<file path="config.mk">
export PLATFORM = sky130hd
export DESIGN_NAME = training_window_finder_flat
export DESIGN_NICKNAME = d
export VERILOG_FILES = /design/src/design/twf_pkg.sv /design/src/design/twf_in_if.sv /design/src/design/twf_cfg_if.sv /design/src/design/twf_out_if.sv /design/src/design/twf_ctrl.sv /design/src/design/twf_datapath.sv /design/src/design/training_window_finder.sv /design/src/flat_wrapper.sv
export SDC_FILE = /design/constraint.sdc
export NUM_CORES = 1
export LEC_CHECK = 0
export BUFFER_PORTS_ARGS = -buffer_cell sky130_fd_sc_hd__buf_2
export CAP_MARGIN = 20
export CORE_MARGIN = 10
export CORE_UTILIZATION = 55
export CTS_BUF_LIST = sky130_fd_sc_hd__clkbuf_4
export DETAILED_ROUTE_END_ITERATION = 7
export PLACE_DENSITY = 0.78
export SYNTH_ARGS = -nofsm -noshare
export SYNTH_HDL_FRONTEND = slang
export SYNTH_SLANG_ARGS = --single-unit
</file>
<file path="constraint.sdc">
create_clock -name clk_i -period 5.2 [get_ports clk_i]
set_input_delay 0.26 -clock clk_i [delete_from_list [all_inputs] [get_ports clk_i]]
set_output_delay 0.26 -clock clk_i [all_outputs]
set_load 0.005 [all_outputs]
</file>
<file path="src/design/twf_pkg.sv">
// Shared constants and controller/datapath handshake types for the training window finder.
package twf_pkg;

  localparam int unsigned MaxTaps  = 32;
  localparam int unsigned MaskW    = 32;
  localparam int unsigned TapW     = 5;
  localparam int unsigned CntW     = 6;
  localparam int unsigned PosW     = 7;
  localparam logic [CntW-1:0] TapCountReset = 6'd32;

  typedef enum logic [1:0] {
    ST_IDLE,
    ST_SCAN,
    ST_FINISH
  } twf_state_e;

  typedef struct packed {
    logic load;
    logic step;
    logic finish;
  } twf_cmd_t;

  typedef struct packed {
    logic skip;
    logic scan_last;
    logic out_busy;
  } twf_sts_t;

endpackage

</file>
<file path="src/design/twf_in_if.sv">
// Input channel carrying one training pass mask per transaction.
interface twf_in_if;
  import twf_pkg::*;
  logic             valid;
  logic             ready;
  logic [MaskW-1:0] pass_mask;

  modport source (output valid, output pass_mask, input ready);
  modport sink   (input valid, input pass_mask, output ready);
endinterface

</file>
<file path="src/design/twf_cfg_if.sv">
// Configuration write channel carrying the tap count register value.
interface twf_cfg_if;
  import twf_pkg::*;
  logic            valid;
  logic            ready;
  logic [CntW-1:0] num_taps;

  modport source (output valid, output num_taps, input ready);
  modport sink   (input valid, input num_taps, output ready);
endinterface

</file>
<file path="src/design/twf_out_if.sv">
// Result channel carrying the window found for one pass mask.
interface twf_out_if;
  import twf_pkg::*;
  logic            valid;
  logic            ready;
  logic            status;
  logic            window_valid;
  logic            window_wrapped;
  logic [TapW-1:0] first_tap;
  logic [TapW-1:0] last_tap;
  logic [CntW-1:0] window_width;
  logic [TapW-1:0] center_tap;

  modport source (output valid, output status, output window_valid, output window_wrapped,
                  output first_tap, output last_tap, output window_width,
                  output center_tap, input ready);
  modport sink   (input valid, input status, input window_valid, input window_wrapped,
                  input first_tap, input last_tap, input window_width,
                  input center_tap, output ready);
endinterface

</file>
<file path="src/design/twf_ctrl.sv">
// Sequencer that loads a mask, steps the tap scan and hands the result to the output register.
module twf_ctrl
  import twf_pkg::*;
(
  input  logic     clk_i,
  input  logic     rst_ni,
  input  logic     in_valid_i,
  output logic     in_ready_o,
  input  twf_sts_t sts_i,
  output twf_cmd_t cmd_o
);

  twf_state_e state_q, state_d;

  always_ff @(posedge clk_i or negedge rst_ni) begin
    if (!rst_ni) begin
      state_q <= ST_IDLE;
    end else begin
      state_q <= state_d;
    end
  end

  always_comb begin
    state_d    = state_q;
    in_ready_o = 1'b0;
    cmd_o      = '0;
    case (state_q)
      ST_IDLE: begin
        in_ready_o = 1'b1;
        if (in_valid_i) begin
          cmd_o.load = 1'b1;
          state_d    = ST_SCAN;
        end
      end
      ST_SCAN: begin
        if (sts_i.skip) begin
          state_d = ST_FINISH;
        end else begin
          cmd_o.step = 1'b1;
          if (sts_i.scan_last) begin
            state_d = ST_FINISH;
          end
        end
      end
      ST_FINISH: begin
        if (!sts_i.out_busy) begin
          cmd_o.finish = 1'b1;
          state_d      = ST_IDLE;
        end
      end
      default: begin
        state_d = ST_IDLE;
      end
    endcase
  end

  // A new mask is only taken while no scan is in flight.
  a_load_idle: assert property (@(posedge clk_i) disable iff (!rst_ni)
    cmd_o.load |-> state_q == ST_IDLE) else $error("load outside idle");
  // After a load the scan state always follows.
  a_load_scan: assert property (@(posedge clk_i) disable iff (!rst_ni)
    cmd_o.load |=> state_q == ST_SCAN) else $error("load not followed by scan");
  // Only one command at a time.
  a_cmd_onehot: assert property (@(posedge clk_i) disable iff (!rst_ni)
    $onehot0(cmd_o)) else $error("overlapping commands");

endmodule

</file>
<file path="src/design/twf_datapath.sv">
// Tap scan datapath: mask register, run tracker, best window and result register.
module twf_datapath
  import twf_pkg::*;
(
  input  logic             clk_i,
  input  logic             rst_ni,
  input  logic [MaskW-1:0] pass_mask_i,
  twf_cfg_if.sink          cfg_i,
  twf_out_if.source        out_o,
  input  twf_cmd_t         cmd_i,
  output twf_sts_t         sts_o
);

  logic [CntW-1:0]  cnt_q;
  logic [MaskW-1:0] mask_q, mask_d;
  logic [TapW-1:0]  tap_q, tap_d;
  logic [PosW-1:0]  pos_q, pos_d;
  logic [CntW-1:0]  run_len_q, run_len_d;
  logic [TapW-1:0]  run_first_q, run_first_d;
  logic             run_ok_q, run_ok_d;
  logic [TapW-1:0]  lead_tap_q, lead_tap_d;
  logic [CntW-1:0]  best_width_q, best_width_d;
  logic             status_q, status_d;
  logic             skip_q, skip_d;
  logic             out_valid_q;

  logic             cnt_bad;
  logic [MaskW-1:0] used;
  logic [MaskW-1:0] masked;
  logic [TapW-1:0]  last_idx;
  logic             pass_now;
  logic [PosW-1:0]  last_sum;
  logic [PosW-1:0]  ctr_sum;
  logic [PosW-1:0]  cnt_ext;
  logic [TapW-1:0]  last_res;
  logic [TapW-1:0]  ctr_res;

  assign cfg_i.ready = 1'b1;

  always_ff @(posedge clk_i or negedge rst_ni) begin
    if (!rst_ni) begin
      cnt_q <= TapCountReset;
    end else if (cfg_i.valid) begin
      cnt_q <= cfg_i.num_taps;
    end
  end

  assign cnt_bad  = (cnt_q == '0) || (CntW'(MaxTaps) < cnt_q);
  assign used     = MaskW'((33'd1 << cnt_q) - 33'd1);
  assign masked   = pass_mask_i & used;
  assign last_idx = TapW'(cnt_q - CntW'(1));
  assign pass_now = mask_q[tap_q];
  assign cnt_ext  = PosW'(cnt_q);

  always_comb begin
    mask_d       = mask_q;
    tap_d        = tap_q;
    pos_d        = pos_q;
    run_len_d    = run_len_q;
    run_first_d  = run_first_q;
    run_ok_d     = run_ok_q;
    lead_tap_d   = lead_tap_q;
    best_width_d = best_width_q;
    status_d     = status_q;
    skip_d       = skip_q;
    if (cmd_i.load) begin
      mask_d       = masked;
      tap_d        = '0;
      pos_d        = '0;
      run_len_d    = '0;
      run_ok_d     = 1'b0;
      lead_tap_d   = '0;
      best_width_d = '0;
      status_d     = cnt_bad;
      skip_d       = 1'b1;
      if (!cnt_bad) begin
        if (masked == used) begin
          best_width_d = cnt_q;
        end else if (masked != '0) begin
          skip_d = 1'b0;
        end
      end
    end else if (cmd_i.step) begin
      pos_d = pos_q + PosW'(1);
      tap_d = (CntW'(tap_q) + CntW'(1) == cnt_q) ? '0 : tap_q + TapW'(1);
      if (pass_now) begin
        if (run_len_q == '0) begin
          run_first_d = tap_q;
          run_len_d   = CntW'(1);
          // A run counts only if it starts in the first pass after a failing tap.
          run_ok_d    = (pos_q < cnt_ext) && ((pos_q != '0) || !mask_q[last_idx]);
        end else begin
          run_len_d = run_len_q + CntW'(1);
        end
      end else begin
        if (run_ok_q && (run_len_q > best_width_q)) begin
          lead_tap_d   = run_first_q;
          best_width_d = run_len_q;
        end
        run_len_d = '0;
      end
    end
  end

  always_ff @(posedge clk_i) begin
    mask_q       <= mask_d;
    tap_q        <= tap_d;
    pos_q        <= pos_d;
    run_len_q    <= run_len_d;
    run_first_q  <= run_first_d;
    run_ok_q     <= run_ok_d;
    lead_tap_q   <= lead_tap_d;
    best_width_q <= best_width_d;
    status_q     <= status_d;
    skip_q       <= skip_d;
  end

  assign sts_o.skip      = skip_q;
  assign sts_o.scan_last = (pos_q == PosW'({cnt_q, 1'b0} - 7'd1));
  assign sts_o.out_busy  = out_valid_q && !out_o.ready;

  // Last and center taps, both below twice the tap count, folded back once.
  always_comb begin
    last_sum = PosW'(lead_tap_q) + PosW'(best_width_q) - PosW'(1);
    ctr_sum  = PosW'(lead_tap_q) + PosW'(best_width_q >> 1);
    last_res = (last_sum >= cnt_ext) ? TapW'(last_sum - cnt_ext) : TapW'(last_sum);
    ctr_res  = (ctr_sum >= cnt_ext) ? TapW'(ctr_sum - cnt_ext) : TapW'(ctr_sum);
  end

  always_ff @(posedge clk_i or negedge rst_ni) begin
    if (!rst_ni) begin
      out_valid_q <= 1'b0;
    end else if (cmd_i.finish) begin
      out_valid_q <= 1'b1;
    end else if (out_o.ready) begin
      out_valid_q <= 1'b0;
    end
  end

  always_ff @(posedge clk_i) begin
    if (cmd_i.finish) begin
      out_o.status         <= status_q;
      out_o.window_valid   <= (best_width_q != '0);
      out_o.window_wrapped <= (best_width_q != '0) && (lead_tap_q > last_res);
      out_o.first_tap      <= lead_tap_q;
      out_o.last_tap       <= (best_width_q != '0) ? last_res : '0;
      out_o.window_width   <= best_width_q;
      out_o.center_tap     <= (best_width_q != '0) ? ctr_res : '0;
    end
  end

  assign out_o.valid = out_valid_q;

  // The result register is never overwritten while a result is still held back.
  a_no_overwrite: assert property (@(posedge clk_i) disable iff (!rst_ni)
    cmd_i.finish |-> !(out_valid_q && !out_o.ready)) else $error("result overwritten");
  // Scanning never runs past two passes over the taps.
  a_pos_bound: assert property (@(posedge clk_i) disable iff (!rst_ni)
    cmd_i.step |-> (pos_q < PosW'({cnt_q, 1'b0}))) else $error("scan overran");
  // The scanning tap stays among the used taps.
  a_tap_bound: assert property (@(posedge clk_i) disable iff (!rst_ni)
    cmd_i.step |-> (CntW'(tap_q) < cnt_q)) else $error("tap out of range");
  // The best window never exceeds the tap count.
  a_width_bound: assert property (@(posedge clk_i) disable iff (!rst_ni)
    cmd_i.finish && !status_q |-> best_width_q <= cnt_q) else $error("width too large");

endmodule

</file>
<file path="src/design/training_window_finder.sv">
// Top level of the training window finder: controller, datapath and channel wiring.
//
// Usage: a pass mask arrives on the in_i channel, one bit per delay tap, and a
// transaction on out_o returns the widest circular run of passing taps among the
// taps in use (status, valid and wrap flags, first, last, width, center).
// The tap count register is written through cfg_i, which is always ready; it is
// meant to change only while no mask is being worked on.
// Timing: the mask is taken, then the scan walks one tap per cycle for two passes
// over the taps, and then the result register is loaded, which waits while the
// receiver still holds back the previous result. An invalid tap count, or a mask
// in which none or all of the taps in use pass, skips the walk. The single shared
// run tracker in the datapath sets the rate: one mask at a time, the next one only
// accepted once the previous result has been loaded into the output register.
// Reset clears the controller to idle, drops the output valid and sets the tap
// count to 32. When the receiver stalls, the finished result stays in the output
// register; the next mask can be taken and scanned meanwhile, and its result waits
// until the held one is taken.
module training_window_finder
  import twf_pkg::*;
(
  input  logic      clk_i,
  input  logic      rst_ni,
  twf_cfg_if.sink   cfg_i,
  twf_in_if.sink    in_i,
  twf_out_if.source out_o
);

  twf_cmd_t cmd;
  twf_sts_t sts;
  logic     in_ready;

  assign in_i.ready = in_ready;

  // Sequencing of load, scan steps and result hand-off.
  twf_ctrl u_ctrl (
    .clk_i      (clk_i),
    .rst_ni     (rst_ni),
    .in_valid_i (in_i.valid),
    .in_ready_o (in_ready),
    .sts_i      (sts),
    .cmd_o      (cmd)
  );

  // Tap scan, best window tracking and the output register.
  twf_datapath u_datapath (
    .clk_i       (clk_i),
    .rst_ni      (rst_ni),
    .pass_mask_i (in_i.pass_mask),
    .cfg_i       (cfg_i),
    .out_o       (out_o),
    .cmd_i       (cmd),
    .sts_o       (sts)
  );

endmodule

</file>
<file path="src/flat_wrapper.sv">
// flat-port wrapper written by rule: the top's interface ports become plain ports
module training_window_finder_flat import twf_pkg::*;
  (clk_i, rst_ni, cfg_i_valid, cfg_i_num_taps, cfg_i_ready, in_i_valid, in_i_pass_mask, in_i_ready, out_o_valid, out_o_status, out_o_window_valid, out_o_window_wrapped, out_o_first_tap, out_o_last_tap, out_o_window_width, out_o_center_tap, out_o_ready);
  twf_cfg_if cfg_i_i ();
  twf_in_if in_i_i ();
  twf_out_if out_o_i ();
  input  logic clk_i;
  input  logic rst_ni;
  input wire logic [$bits(cfg_i_i.valid)-1:0] cfg_i_valid;
  input wire logic [$bits(cfg_i_i.num_taps)-1:0] cfg_i_num_taps;
  output wire logic [$bits(cfg_i_i.ready)-1:0] cfg_i_ready;
  input wire logic [$bits(in_i_i.valid)-1:0] in_i_valid;
  input wire logic [$bits(in_i_i.pass_mask)-1:0] in_i_pass_mask;
  output wire logic [$bits(in_i_i.ready)-1:0] in_i_ready;
  output wire logic [$bits(out_o_i.valid)-1:0] out_o_valid;
  output wire logic [$bits(out_o_i.status)-1:0] out_o_status;
  output wire logic [$bits(out_o_i.window_valid)-1:0] out_o_window_valid;
  output wire logic [$bits(out_o_i.window_wrapped)-1:0] out_o_window_wrapped;
  output wire logic [$bits(out_o_i.first_tap)-1:0] out_o_first_tap;
  output wire logic [$bits(out_o_i.last_tap)-1:0] out_o_last_tap;
  output wire logic [$bits(out_o_i.window_width)-1:0] out_o_window_width;
  output wire logic [$bits(out_o_i.center_tap)-1:0] out_o_center_tap;
  input wire logic [$bits(out_o_i.ready)-1:0] out_o_ready;
  assign cfg_i_i.valid = cfg_i_valid;
  assign cfg_i_i.num_taps = cfg_i_num_taps;
  assign cfg_i_ready = cfg_i_i.ready;
  assign in_i_i.valid = in_i_valid;
  assign in_i_i.pass_mask = in_i_pass_mask;
  assign in_i_ready = in_i_i.ready;
  assign out_o_valid = out_o_i.valid;
  assign out_o_status = out_o_i.status;
  assign out_o_window_valid = out_o_i.window_valid;
  assign out_o_window_wrapped = out_o_i.window_wrapped;
  assign out_o_first_tap = out_o_i.first_tap;
  assign out_o_last_tap = out_o_i.last_tap;
  assign out_o_window_width = out_o_i.window_width;
  assign out_o_center_tap = out_o_i.center_tap;
  assign out_o_i.ready = out_o_ready;
  training_window_finder u_core (.clk_i(clk_i), .rst_ni(rst_ni), .cfg_i(cfg_i_i), .in_i(in_i_i), .out_o(out_o_i));
endmodule
</file>
* Word level (Yosys, flattened, before mapping)
Index checks and enable logic that the tools add are counted.
** Word-level totals
- Register bits after elaboration :: 102
- Input port bits :: 43
- Output and inout bits :: 27
- Logic and storage cells :: 106
** Operators by class
- Add/sub/neg operators :: 12
- $lt $le $gt $ge :: 8
- Equal/unequal tests :: 9
- Shifts and indexed selects :: 1
- Muxes and demuxes :: 30
- Bitwise gates (word level) :: 3
- Reduce and logical (&&, ||, !) cells :: 23
** Operators with widths (count)
- $mux 6 :: 8
- $and 32x32->32 :: 1
- $eq 32x32->1 :: 1
- $reduce_bool 32->1 :: 1
- $shl 1x6->32 const A :: 1
- $sub 32x1->32 const B :: 1
- $mux 5 :: 3
- $sub 7x1->7 const B :: 2
- $logic_not 6->1 :: 2
- $lt 5x6->1 const B :: 2
- $mux 1 :: 12
- $reduce_and 3->1 :: 4
- $bmux 1 s5 :: 2
- $sub 5x5->5 :: 2
- $mux 2 :: 4
- $add 5x6->7 :: 1
- $add 7x1->7 const B :: 1
- $eq 7x7->1 :: 1
- $ge 7x6->1 :: 1
- $lt 7x6->1 :: 1
- $reduce_bool 7->1 :: 1
- $add 5x1->6 const B :: 1
- $add 5x5->6 :: 1
- $add 6x1->6 const B :: 1
- 22 further kinds :: 31

* Longest topological paths before layout
Gate-level depths: netlist of run 1.
- Word-level depth :: 7
- Gate-level depth with buffers :: 20
- Depth with buffers taken out :: 20

* Cells and area by module
A second synthesis of run 1 with hierarchy kept.
** Second synthesis, totals
- Cell total of the unflattened synthesis :: 812
- Area, all modules :: 7902.6 µm²
** Modules (own cells, without submodules)
- twf_datapath :: instances 1, cells each 800, area each 7795.0 µm², sequential area each 2728.9 µm²
- twf_ctrl :: instances 1, cells each 12, area each 107.6 µm², sequential area each 50.0 µm²

* Worst setup path before layout of run 1
OpenSTA, ideal clock, no wires.
- Path kind :: reg-to-reg
- Start point :: register u_core.u_datapath.cnt_q[0]
- End point :: register u_core.u_datapath.skip_q, data pin
- Library setup time :: 261 ps
- Arrival time :: 4598 ps
- Data required time :: 4939 ps
- Slack :: 341 ps
- Cell stages (with the launch flop) :: 19
- Buffers on the path :: 5
- Period minus slack after synthesis :: 4859 ps
- Cell sequence :: dfrtp_1 -> clkbuf_1 -> inv_1 -> ha_1 -> clkbuf_1 -> clkbuf_1 -> and3_1 -> nand2_1 -> ha_1 -> clkbuf_1 -> o221ai_2 -> or4_4 -> or3_1 -> buf_2 -> a21o_1 -> xnor2_1 -> a211oi_2 -> and3_1 -> a311o_1
** Between the ends
- Cells in the longest elaborated chain, start to end :: 5
- Elaborated cells on any way between the ends :: 10
- Those cells by class :: add/sub: 1; order compare: 1; eq/ne: 1; shift: 1; mux: 1; bitwise: 1; reduce/logical: 4
** RTL lines
- from (decl) :: RTL line twf_datapath.sv:14 : logic [CntW-1:0] cnt_q;
- from (signal assigned) :: RTL line twf_datapath.sv:42 : cnt_q <= TapCountReset;
- from (signal assigned) :: RTL line twf_datapath.sv:44 : cnt_q <= cfg_i.num_taps;
- $shl 1x6->32 :: RTL line twf_datapath.sv:49 : assign used = MaskW'((33'd1 << cnt_q) - 33'd1);
- $sub 32x1->32 :: RTL line twf_datapath.sv:49
- $and 32x32->32 :: RTL line twf_datapath.sv:50 : assign masked = pass_mask_i & used;
- $eq 32x32->1 or $reduce_bool 32->1 (tied branches) :: RTL line twf_datapath.sv:77, twf_datapath.sv:79
- $reduce_or 2->1 (no line) or $mux 1 (tied branches)
- to (signal assigned) :: RTL line twf_datapath.sv:115 : skip_q <= skip_d;
- to (decl) :: RTL line twf_datapath.sv:24 : logic skip_q, skip_d;
Several ways; a longest one is shown, not always the timed one.
A chain may end at the register's enable or synchronous reset.

* Worst setup path in the final report of run 1
- Start point :: register u_core.u_datapath.lead_tap_q[1]
- End point :: register u_core.u_datapath.out_o.window_wrapped, data pin
** Between the ends
- Cells in the longest elaborated chain, start to end :: 6
- Elaborated cells on any way between the ends :: 7
- Those cells by class :: add/sub: 3; order compare: 2; mux: 1; reduce/logical: 1
** RTL lines
- from (decl) :: RTL line twf_datapath.sv:21 : logic [TapW-1:0] lead_tap_q, lead_tap_d;
- from (signal assigned) :: RTL line twf_datapath.sv:112 : lead_tap_q <= lead_tap_d;
- $add 5x6->7 :: RTL line twf_datapath.sv:124 : last_sum = PosW'(lead_tap_q) + PosW'(best_width_q) - PosW'(1);
- $sub 7x1->7 :: RTL line twf_datapath.sv:124
- $ge 7x6->1 or $sub 5x5->5 (tied branches) :: RTL line twf_datapath.sv:126 : last_res = (last_sum >= cnt_ext) ? TapW'(last_sum - cnt_ext) : TapW'(last_sum);
- $mux 5 :: RTL line twf_datapath.sv:126
- $gt 5x5->1 * :: RTL line twf_datapath.sv:144 : out_o.window_wrapped <= (best_width_q != '0) && (lead_tap_q > last_res);
- $logic_and 1x1->1 * :: RTL line twf_datapath.sv:144
- to (signal assigned) :: RTL line twf_datapath.sv:144
- to (decl) :: RTL line twf_out_if.sv:14 : modport source (output valid, output status, output window_valid, output window_wrapped,
Mark *: on every way between the ends. The rest lies on a longest branch, timed or not.

==> results of run 1 <==
area by class of cell:
cell class	instances	share of cell area, %
clock buffer	9	0.822
antenna	1	0.0304
tap	176	2.68
inverter	48	2.19
clock inverter	7	1.00
sequential	102	33.8
multi-input combinational	576	52.4
timing repair buffer	96	7.12
registers in the layout, indices dropped and copies added (netlist names):
| name | count |
|---|---|
| u_core.u_datapath.out_o.window_wrapped | 1 |
| u_core.u_datapath.out_o.window_valid | 1 |
| u_core.u_datapath.out_o.status | 1 |
| u_core.u_datapath.run_first_q | 5 |
| u_core.u_datapath.out_o.last_tap | 5 |
| u_core.u_datapath.out_o.center_tap | 5 |
| u_core.u_datapath.run_ok_q | 1 |
| u_core.u_datapath.out_o.valid | 1 |
| u_core.u_datapath.cnt_q | 6 |
| u_core.u_datapath.out_o.first_tap | 5 |
| u_core.u_datapath.skip_q | 1 |
| u_core.u_datapath.out_o.window_width | 6 |
| u_core.u_datapath.mask_q | 32 |
| u_core.u_datapath.lead_tap_q | 5 |
| u_core.u_datapath.pos_q | 7 |
| u_core.u_datapath.tap_q | 5 |
| u_core.u_datapath.best_width_q | 6 |
| u_core.u_datapath.run_len_q | 6 |
| u_core.u_ctrl.state_q | 2 |
| u_core.u_datapath.status_q | 1 |
worst min-delay path by stage:
stage                      start                    endpoint  slack, ns  depth (start not counted)
3_5_place_dp              rst_ni  u_core.u_datapath.cnt_q[4]       0.13                          1
4_1_cts        cfg_i_num_taps[1]  u_core.u_datapath.cnt_q[1]       0.04                          3
3_3_place_gp              rst_ni  u_core.u_datapath.cnt_q[4]       0.12                          1
6_report             cfg_i_valid  u_core.u_datapath.cnt_q[5]       0.06                          2
2_1_floorplan             rst_ni    u_core.u_ctrl.state_q[0]      -0.04                          0
5_1_grt        cfg_i_num_taps[1]  u_core.u_datapath.cnt_q[1]       0.07                          3
synthesized netlist by cell type (5+ instances only):
master / n
edfxtp_1: 69
nor2_1: 69
ha_1: 54
inv_1: 46
nand2_1: 38
a21oi_1: 36
xnor2_1: 34
o21ai_0: 33
nand3_1: 29
clkbuf_1: 25
dfxtp_1: 24
nor2b_1: 21
mux4_2: 20
xor2_1: 18
nand2b_1: 16
nor3_1: 16
a21o_1: 15
and2_1: 14
mux2i_1: 14
nor4_1: 11
o22ai_1: 11
and3_1: 9
a211oi_1: 8
dfrtp_1: 8
or3_1: 8
nand4_1: 7
a21boi_0: 6
nor3b_1: 6
or2_2: 6
a22oi_1: 5
buf_2: 5
cell usage in the layout (no fill, tap or decap), types with 8 or more instances in the layout:
cell / synthesis / layout
nor2_1: 69 / 69
edfxtp_1: 69 / 69
buf_2: 5 / 68
ha_1: 54 / 54
inv_1: 46 / 45
nand2_1: 38 / 38
a21oi_1: 36 / 36
xnor2_1: 34 / 34
o21ai_0: 33 / 33
nand3_1: 29 / 29
dfxtp_1: 24 / 24
nor2b_1: 21 / 20
mux4_2: 20 / 20
buf_4: 1 / 20
xor2_1: 18 / 18
nand2b_1: 16 / 16
nor3_1: 16 / 16
a21o_1: 15 / 15
mux2i_1: 14 / 14
and2_1: 14 / 14
nor4_1: 11 / 11
o22ai_1: 11 / 11
and3_1: 9 / 9
clkbuf_4: 0 / 9
a211oi_1: 8 / 8
or3_1: 8 / 8
dfrtp_1: 8 / 8
metal layers:
metal  global-route usage (%)  routed length (um)  share of wire [%]
met1                     29.4                8840                 40
met2                     39.6               10400                 47
met3                     4.24                1610                7.3
met4                     11.8                1120                5.1
met5                        0                   0                  0
power by group:
group / leakage, nW / internal [mW] / switching [mW] / total [mW]
logic: 2.26 / 0.699 / 0.893 / 1.59
registers: 0.953 / 1.10 / 0.133 / 1.24
clock network: 0.0799 / 0.154 / 0.282 / 0.436
worst reg2reg max path: cells and delay by family (launching register included):
kind / cells / cell delay [ns]
DFF: 1 / 0.50
and+or+nand+nor: 3 / 0.31
muxes: 1 / 0.39
adders and majority gates: 5 / 1.62
AOI/OAI and AO/OA: 9 / 1.50
buffers and inverters: 2 / 0.12
repair_timing:
| action | CTS | global route |
|---|---|---|
| hold buffers | 6 | 0 |
| hold endpoints to repair | 14 | 0 |
| setup endpoints to repair | 0 | 0 |
cell families after synthesis:
group / Yosys count / synth area share [%]
XOR/XNOR: 52 / 6.15
other: 1 / 0.0506
buffers and inverters: 83 / 4.34
adder cells (fa/ha/maj): 58 / 10.2
flip-flops: 102 / 37.5
AO/OA/AOI/OAI: 158 / 14.0
multiplexers: 37 / 8.43
AND/OR/NAND/NOR: 270 / 19.3
==> summary by stage, run 1 <==
Setup path
The standard cell with the maximum stage delay on the critical path is dfxtp_1. The worst register-to-register path begins at u_core.u_datapath.lead_tap_q[1]. The cell seen most often among critical-path stages is ha_1. The worst reg-to-reg setup slack is about 0.52 ns. The endpoint identified for the worst register-to-register timing path is u_core.u_datapath.out_o.window_wrapped. The maximum single-stage delay on the critical path is 0.50 ns.

The most critical setup path has its startpoint at u_core.u_datapath.lead_tap_q[1]. The number of buffer and inverter instances along the worst setup path is 2. The largest delay contributor family on the critical path is adder cells.

The critical path startpoint category is a flop. STA puts the critical path data required time at approximately 5.4 ns. Of all nets on the critical path, the largest fanout is 6. The depth of the critical timing path with buffers and inverters included is 20.

Data arrives at the worst endpoint at 4.90 ns. The critical path capture point is u_core.u_datapath.out_o.window_wrapped. The type of element capturing the critical path is a flop.

The cell depth of the worst flop-to-flop path is 20. Walking the worst path, the cells encountered are inv_1 > ha_1 > inv_1 > ha_1 > fa_1 > ha_1 > o21ai_0 > nand2b_1 > a31o_2 > a21o_1 > a21o_1 > a211oi_1 > mux2_2 > ha_1 > nor2b_1 > o21a_1 > o21ai_0 > nand2b_1 > a21oi_1 > a311oi_1. The setup path with the least slack is of type flop to flop.

Status
The flow ran to the end, but the final reports show violations. The final reports fail on design-rule violations.

Timing
The tightest hold path in the finished design has a slack of ~0.062 ns. Setup total negative slack on the finished layout was measured at 0 ns. Setup repair after global routing left no endpoint under its margin. Setup violations remaining at the end of the flow were counted as 0.

The final number of hold-violating endpoints is 0. The worst path uses 90.0% of the clock period. Derived from the worst setup path, the maximum achievable clock frequency is roughly 210 MHz. The worst pin sits at a relative slew slack of a little under two fifths. The worst path in the final design needs a cycle of between 4 and 5 ns, including I/O delays and setup. Clock skew on the completed layout was measured at 0.0280 ns.

The slew at the pin with the worst max-slew slack is 0.936 ns. The setup slack of the critical path after layout is 0.518 ns. The max-slew violation total from the final report is 0.

Clock tree
The number of clock sinks is just over 100. The post-CTS setup repair buffer count is 0. TritonCTS built the clock tree.

The clock transition at the registers of the reported paths is roughly 0.18 ns. In this run, post-CTS repair resized a total of 0 instances. Clock latency on the worst-skew pair, taken at its later pin, is about 0.46 ns.

The number of buffers created by CTS is 9. The root buffer cell is clkbuf_4. The H-tree was split into 3 levels. The clock passes through at most 2 buffers.

Power and ir drop
For this design the ratio of total power to cell area is between 300 and 400 mW/mm^2. The design draws 3.27 mW. VDD sags by at most ~170 uV. In this run the static leakage power is roughly 3.3 nW.

Floorplan
The placeable core region is 0.0132 mm^2. The initial utilization of the core area, before any placement, comes to a little under three fifths. The die width is between 100 and 150 um. The number of I/O pins is 70. The floorplan has between 40 and 50 rows. The vertical extent of the die is 136 um. The die area is ~0.019 mm^2.

Routing
The number of DRC markers after the initial detailed-route iteration is roughly 700. The detail route stage leaves a number of antenna-violating nets equal to 0. The post-route DRC violation count is 1. The first-pass detailed-route iteration total is 7. Using the TritonRoute via totals, the vias-per-cell ratio works out to between 6 and 7. After detailed routing, the average wire length per cell comes to 21.7 um. The count of vias placed by the detailed router is ~6500. The total detailed-routing wirelength is around 22000 um.

Cells and area
The area occupied by registers is 0.00278 mm^2. The multi-input logic area is 0.00431 mm^2. The finished cells cover approximately 0.0082 mm^2. The layout net count is 934. Fill cells in the final layout number approximately 1100. Excluding fillers, the count of instances in the completed layout stands at slightly above 1000. In the final layout, the share of cells above drive strength 1 is ~18%.

The layout overhead on the synthesized area is 11.1%. The final core utilization is approximately 62%.

Hold path
The worst min-delay path category is primary input to flop.

Synthesis
The number of nets in the synthesized netlist is 862. Yosys printed 0 warnings. The count of distinct cell types in the synthesized netlist is 74. The synthesized design contains slightly above 100 register bits.

The area share of the largest cell type after synthesis is between 20% and 30%. Yosys attributes the largest share of cell area to edfxtp_1 (28%), ha_1 (9.1%), dfxtp_1 (6.5%). In the synthesized netlist, the number of instances is around 760. The sequential element share of the synthesized area is a little under two fifths. For this run, the leading register cell type out of synthesis is edfxtp_1. The per-instance average area after synthesis is just under 10 um^2. Counting flops with a built-in enable in the synthesized netlist gives between 60 and 70.

edfxtp_1 takes more of the synthesized area than any other cell. In the synthesized netlist the async set-or-reset flop fraction comes to 8.82%. The synthesized netlist occupies a cell area of around 0.0074 mm^2.

Place
The HPWL after detailed placement is ~17000 um. Buffers placed on the I/O ports in this run total a little under 70. The area of placed instances is about 0.0080 mm^2. Once placement completed, the tool counted placed cells totaling roughly 1000. The global placement routability congestion is ~1.0.

Before CTS, the worst setup slack after placement is 0.582 ns.

GRT
For this run, the total global-route usage over all layers was measured as 23.9%. The number of antenna violations at the first check in global routing is 1. The remaining global-route overflow is 0. The via count of the first global-routing pass is approximately 6400. The pin count of the biggest net entering global routing is 60. The first global-routing pass estimated approximately 35000 um of wire.

Run
The reported max-cap violation count is 0.
Note: power is estimated with default switching activity, not from simulation.
==> run 2: changes to the inputs <==
--- a/config.mk
+++ b/config.mk
@@ -11,6 +11,7 @@
 export CORE_UTILIZATION = 55
 export CTS_BUF_LIST = sky130_fd_sc_hd__clkbuf_4
 export DETAILED_ROUTE_END_ITERATION = 7
+export HOLD_SLACK_MARGIN = 0.08
 export PLACE_DENSITY = 0.78
 export SYNTH_ARGS = -nofsm -noshare
 export SYNTH_HDL_FRONTEND = slang
==> run 2 against run 1 <==
Via count grew 0.39%. The flow now finishes without violations. Largest power group unchanged. Sequential share of layout area fell by 0.20 points. Routed wire length rose by 0.40%. Power up 0.11%. Maximum frequency down 0.13%. Critical endpoint unchanged.
==> summary by stage, run 2 (synthesized netlist as in run 1, its figures left out) <==
Timing
The relative slew slack came to 36.7% (was 37.4%). The worst hold slack is 0.113 ns (was 0.0623 ns). The share of the clock period used by the worst path after layout is 90.2% (was 90.0%). The count of final setup violators came to 0 (unchanged). The post-route clock skew came to 0.0242 ns (was 0.0280 ns). The setup slack of the critical path after layout was 0.512 ns (was 0.518 ns). The total negative slack for setup checks is 0 ns (unchanged). The final number of hold-violating endpoints came to 0 (unchanged). The slew at the pin with the worst max-slew slack is 0.946 ns (was 0.936 ns).

Unrepaired setup endpoints after global routing: no (unchanged). The max-slew violation total from the final report was 0 (unchanged). The maximum clock frequency came to 213 MHz (was 214 MHz). The minimum clock period is 4.69 ns (was 4.68 ns).

Setup path
The worst path required time is 5.42 ns (about the same). The worst reg-to-reg setup slack came to 0.51 ns (was 0.52 ns). The cell depth of the worst flop-to-flop path came to 20 (unchanged). The worst flop-to-flop path endpoint is u_core.u_datapath.out_o.window_wrapped (unchanged). The arrival time of the worst setup path is 4.90 ns (about the same). The critical path startpoint category is a flop (unchanged).

The startpoint of the worst-slack reg-to-reg timing path is u_core.u_datapath.lead_tap_q[1] (unchanged). The type of element capturing the critical path is a flop (unchanged). The path type of the worst setup path is flop to flop (unchanged).

The largest fanout on the critical path was 6 (unchanged).

Floorplan
The die area is 0.0185 mm^2 (unchanged). The placeable core region is 0.0132 mm^2 (unchanged). The effective utilization at floorplan is 56.1% (unchanged).

The number of placement rows was 42 (unchanged). The vertical extent of the die is 136 um (unchanged). The number of I/O pins is 70 (unchanged). The die width is 136 um (unchanged).

Routing
The post-route DRC violation count is 0 (was 1). The first-pass detailed-route iteration total is 8 (was 7). The number of DRC markers after the initial detailed-route iteration is 646 (was 699). The final routed wire length divided by cell count came to 21.6 um (was 21.7 um). The total detailed-routing wirelength was 22100 um (was 22000 um). The count of vias placed by the detailed router is 6488 (was 6463).

The number of vias per cell after detailed routing is 6.36 (was 6.37). The number of nets still failing antenna checks after routing came to 0 (unchanged).

Power and ir drop
The worst ir drop on vdd was 173 uV (about the same). The leakage power summed over all cells is 3.32 nW (was 3.29 nW). The power consumption is 3.27 mW (about the same). The power density over the cells was 395 mW/mm^2 (was 397 mW/mm^2).

Clock tree
The clock insertion delay at the later pin of the skew report is 0.46 ns (about the same). The count of H-tree levels built during CTS is 3 (unchanged). The clock transition at the registers of the reported paths came to 0.17 ns (was 0.18 ns). The number of clock sinks came to 102 (unchanged). The maximum buffer depth of the clock tree is 2 (unchanged). The TritonCTS clock tree is done (unchanged). The number of buffers created by CTS is 9 (unchanged). The root buffer cell is clkbuf_4 (unchanged).

Cells and area
Commonest cells after routing, fill and taps aside: nor2_1 (69), edfxtp_1 (69), buf_2 (68) (unchanged). The multi-input logic area is 0.00431 mm^2 (unchanged). The flip-flop count of the largest register after layout was 32 (unchanged). The final non-filler cell area is 0.00827 mm^2 (was 0.00822 mm^2). The area occupied by registers is 0.00278 mm^2 (unchanged). The share of cells above drive strength 1 is 17.6% (was 17.7%). The non-filler instance count after layout is 1020 (was 1015). Largest registers ranked by flip-flop count: u_core.u_datapath.mask_q (32), u_core.u_datapath.pos_q (7) (unchanged). The register with the highest flop count was u_core.u_datapath.mask_q (unchanged).

The final core utilization came to 62.7% (was 62.4%). The layout overhead on the synthesized area was 11.7% (was 11.1%). The layout net count was 939 (was 934). The final-layout fill cell count is 1063 (unchanged).

GRT
The number of antenna violations at the first check in global routing was 1 (unchanged). The first-pass GRT wire length was 35000 um (was 34900 um). The met2 track demand over resource is 39.9% (was 39.6%). The all-layer global routing usage is 24.0% (was 23.9%). The via count of the first global-routing pass was 6470 (was 6425). The global-route met3 utilization is 4.28% (was 4.24%). The met1 capacity usage during global routing came to 29.4% (about the same). The most heavily used metal layer in global routing is met2 (unchanged). The pin count of the biggest net entering global routing is 60 (unchanged).

The remaining global-route overflow is 0 (unchanged).

Hold path
The end of the worst hold path is u_core.u_datapath.cnt_q[0] (was u_core.u_datapath.cnt_q[5]). The number of cells on the worst hold path is 2 (unchanged). The origin of the worst min-delay path is cfg_i_valid (unchanged). The worst min-delay path category is primary input to flop (unchanged).

Place
The cell count after placement is 990 (unchanged). The port buffer count came to 68 (unchanged). The area of placed instances is 0.00798 mm^2 (unchanged). The global placement routability congestion was 1.04 (unchanged). The worst setup timing slack at the placement stage is 0.582 ns (unchanged).

The HPWL after detailed placement is 17000 um (unchanged).

Status
Status: complete, no violations (was finished, violations left).

Run
The reported max-cap violation count is 0 (unchanged).
run 2: how the worst max path moves through the flow:
stage                                    startpoint                                endpoint  slack (ns)  cells after the start
floorplan                u_core.u_datapath.cnt_q[0]                u_core.u_datapath.skip_q        0.34                     18
global placement    u_core.u_datapath.lead_tap_q[1]  u_core.u_datapath.out_o.window_wrapped        0.67                     20
detailed placement  u_core.u_datapath.lead_tap_q[1]  u_core.u_datapath.out_o.window_wrapped        0.58                     20
CTS                 u_core.u_datapath.lead_tap_q[1]  u_core.u_datapath.out_o.window_wrapped        0.53                     20
global route        u_core.u_datapath.lead_tap_q[1]  u_core.u_datapath.out_o.window_wrapped        0.24                     20
finish              u_core.u_datapath.lead_tap_q[1]  u_core.u_datapath.out_o.window_wrapped        0.51                     20
run 2: layout make-up:
| class | count | share of cell area [%] |
|---|---|---|
| flip-flops and latches | 102 | 33.6 |
| repair buffers | 101 | 7.68 |
| diodes | 1 | 0.0302 |
| clock inverters | 7 | 0.998 |
| clock buffers | 9 | 0.817 |
| inverters | 48 | 2.18 |
| multi-input cells | 576 | 52.0 |
| well taps | 176 | 2.66 |
run 2: critical path, cell delays in order (launching register included):
cell      delay [ns]
dfxtp_1         0.50
inv_1           0.08
ha_1            0.28
inv_1           0.04
ha_1            0.22
fa_1            0.48
ha_1            0.35
o21ai_0         0.11
nand2b_1        0.11
a31o_2          0.22
a21o_1          0.17
a21o_1          0.17
a211oi_1        0.33
mux2_2          0.39
ha_1            0.29
nor2b_1         0.13
o21a_1          0.16
o21ai_0         0.15
nand2b_1        0.07
a21oi_1         0.14
a311oi_1        0.06
run 2: power breakdown:
| part | switching, mW | internal (mW) | leakage [nW] |
|---|---|---|---|
| sequential | 0.133 | 1.10 | 0.953 |
| combinational | 0.896 | 0.703 | 2.28 |
| clock | 0.279 | 0.154 | 0.0799 |
run 2: what timing repair did:
item,in CTS,in global routing
endpoints found under the hold margin,15,0
buffers inserted,0,0
hold buffers,11,0
resized for setup,0,0
run 2: metal layers:
layer | wire length, um | vias to the layer above
met5 | 0 | -
li1 | - | 2945
met2 | 10500 | 336
met1 | 8930 | 3116
met3 | 1580 | 91
met4 | 1010 | 0
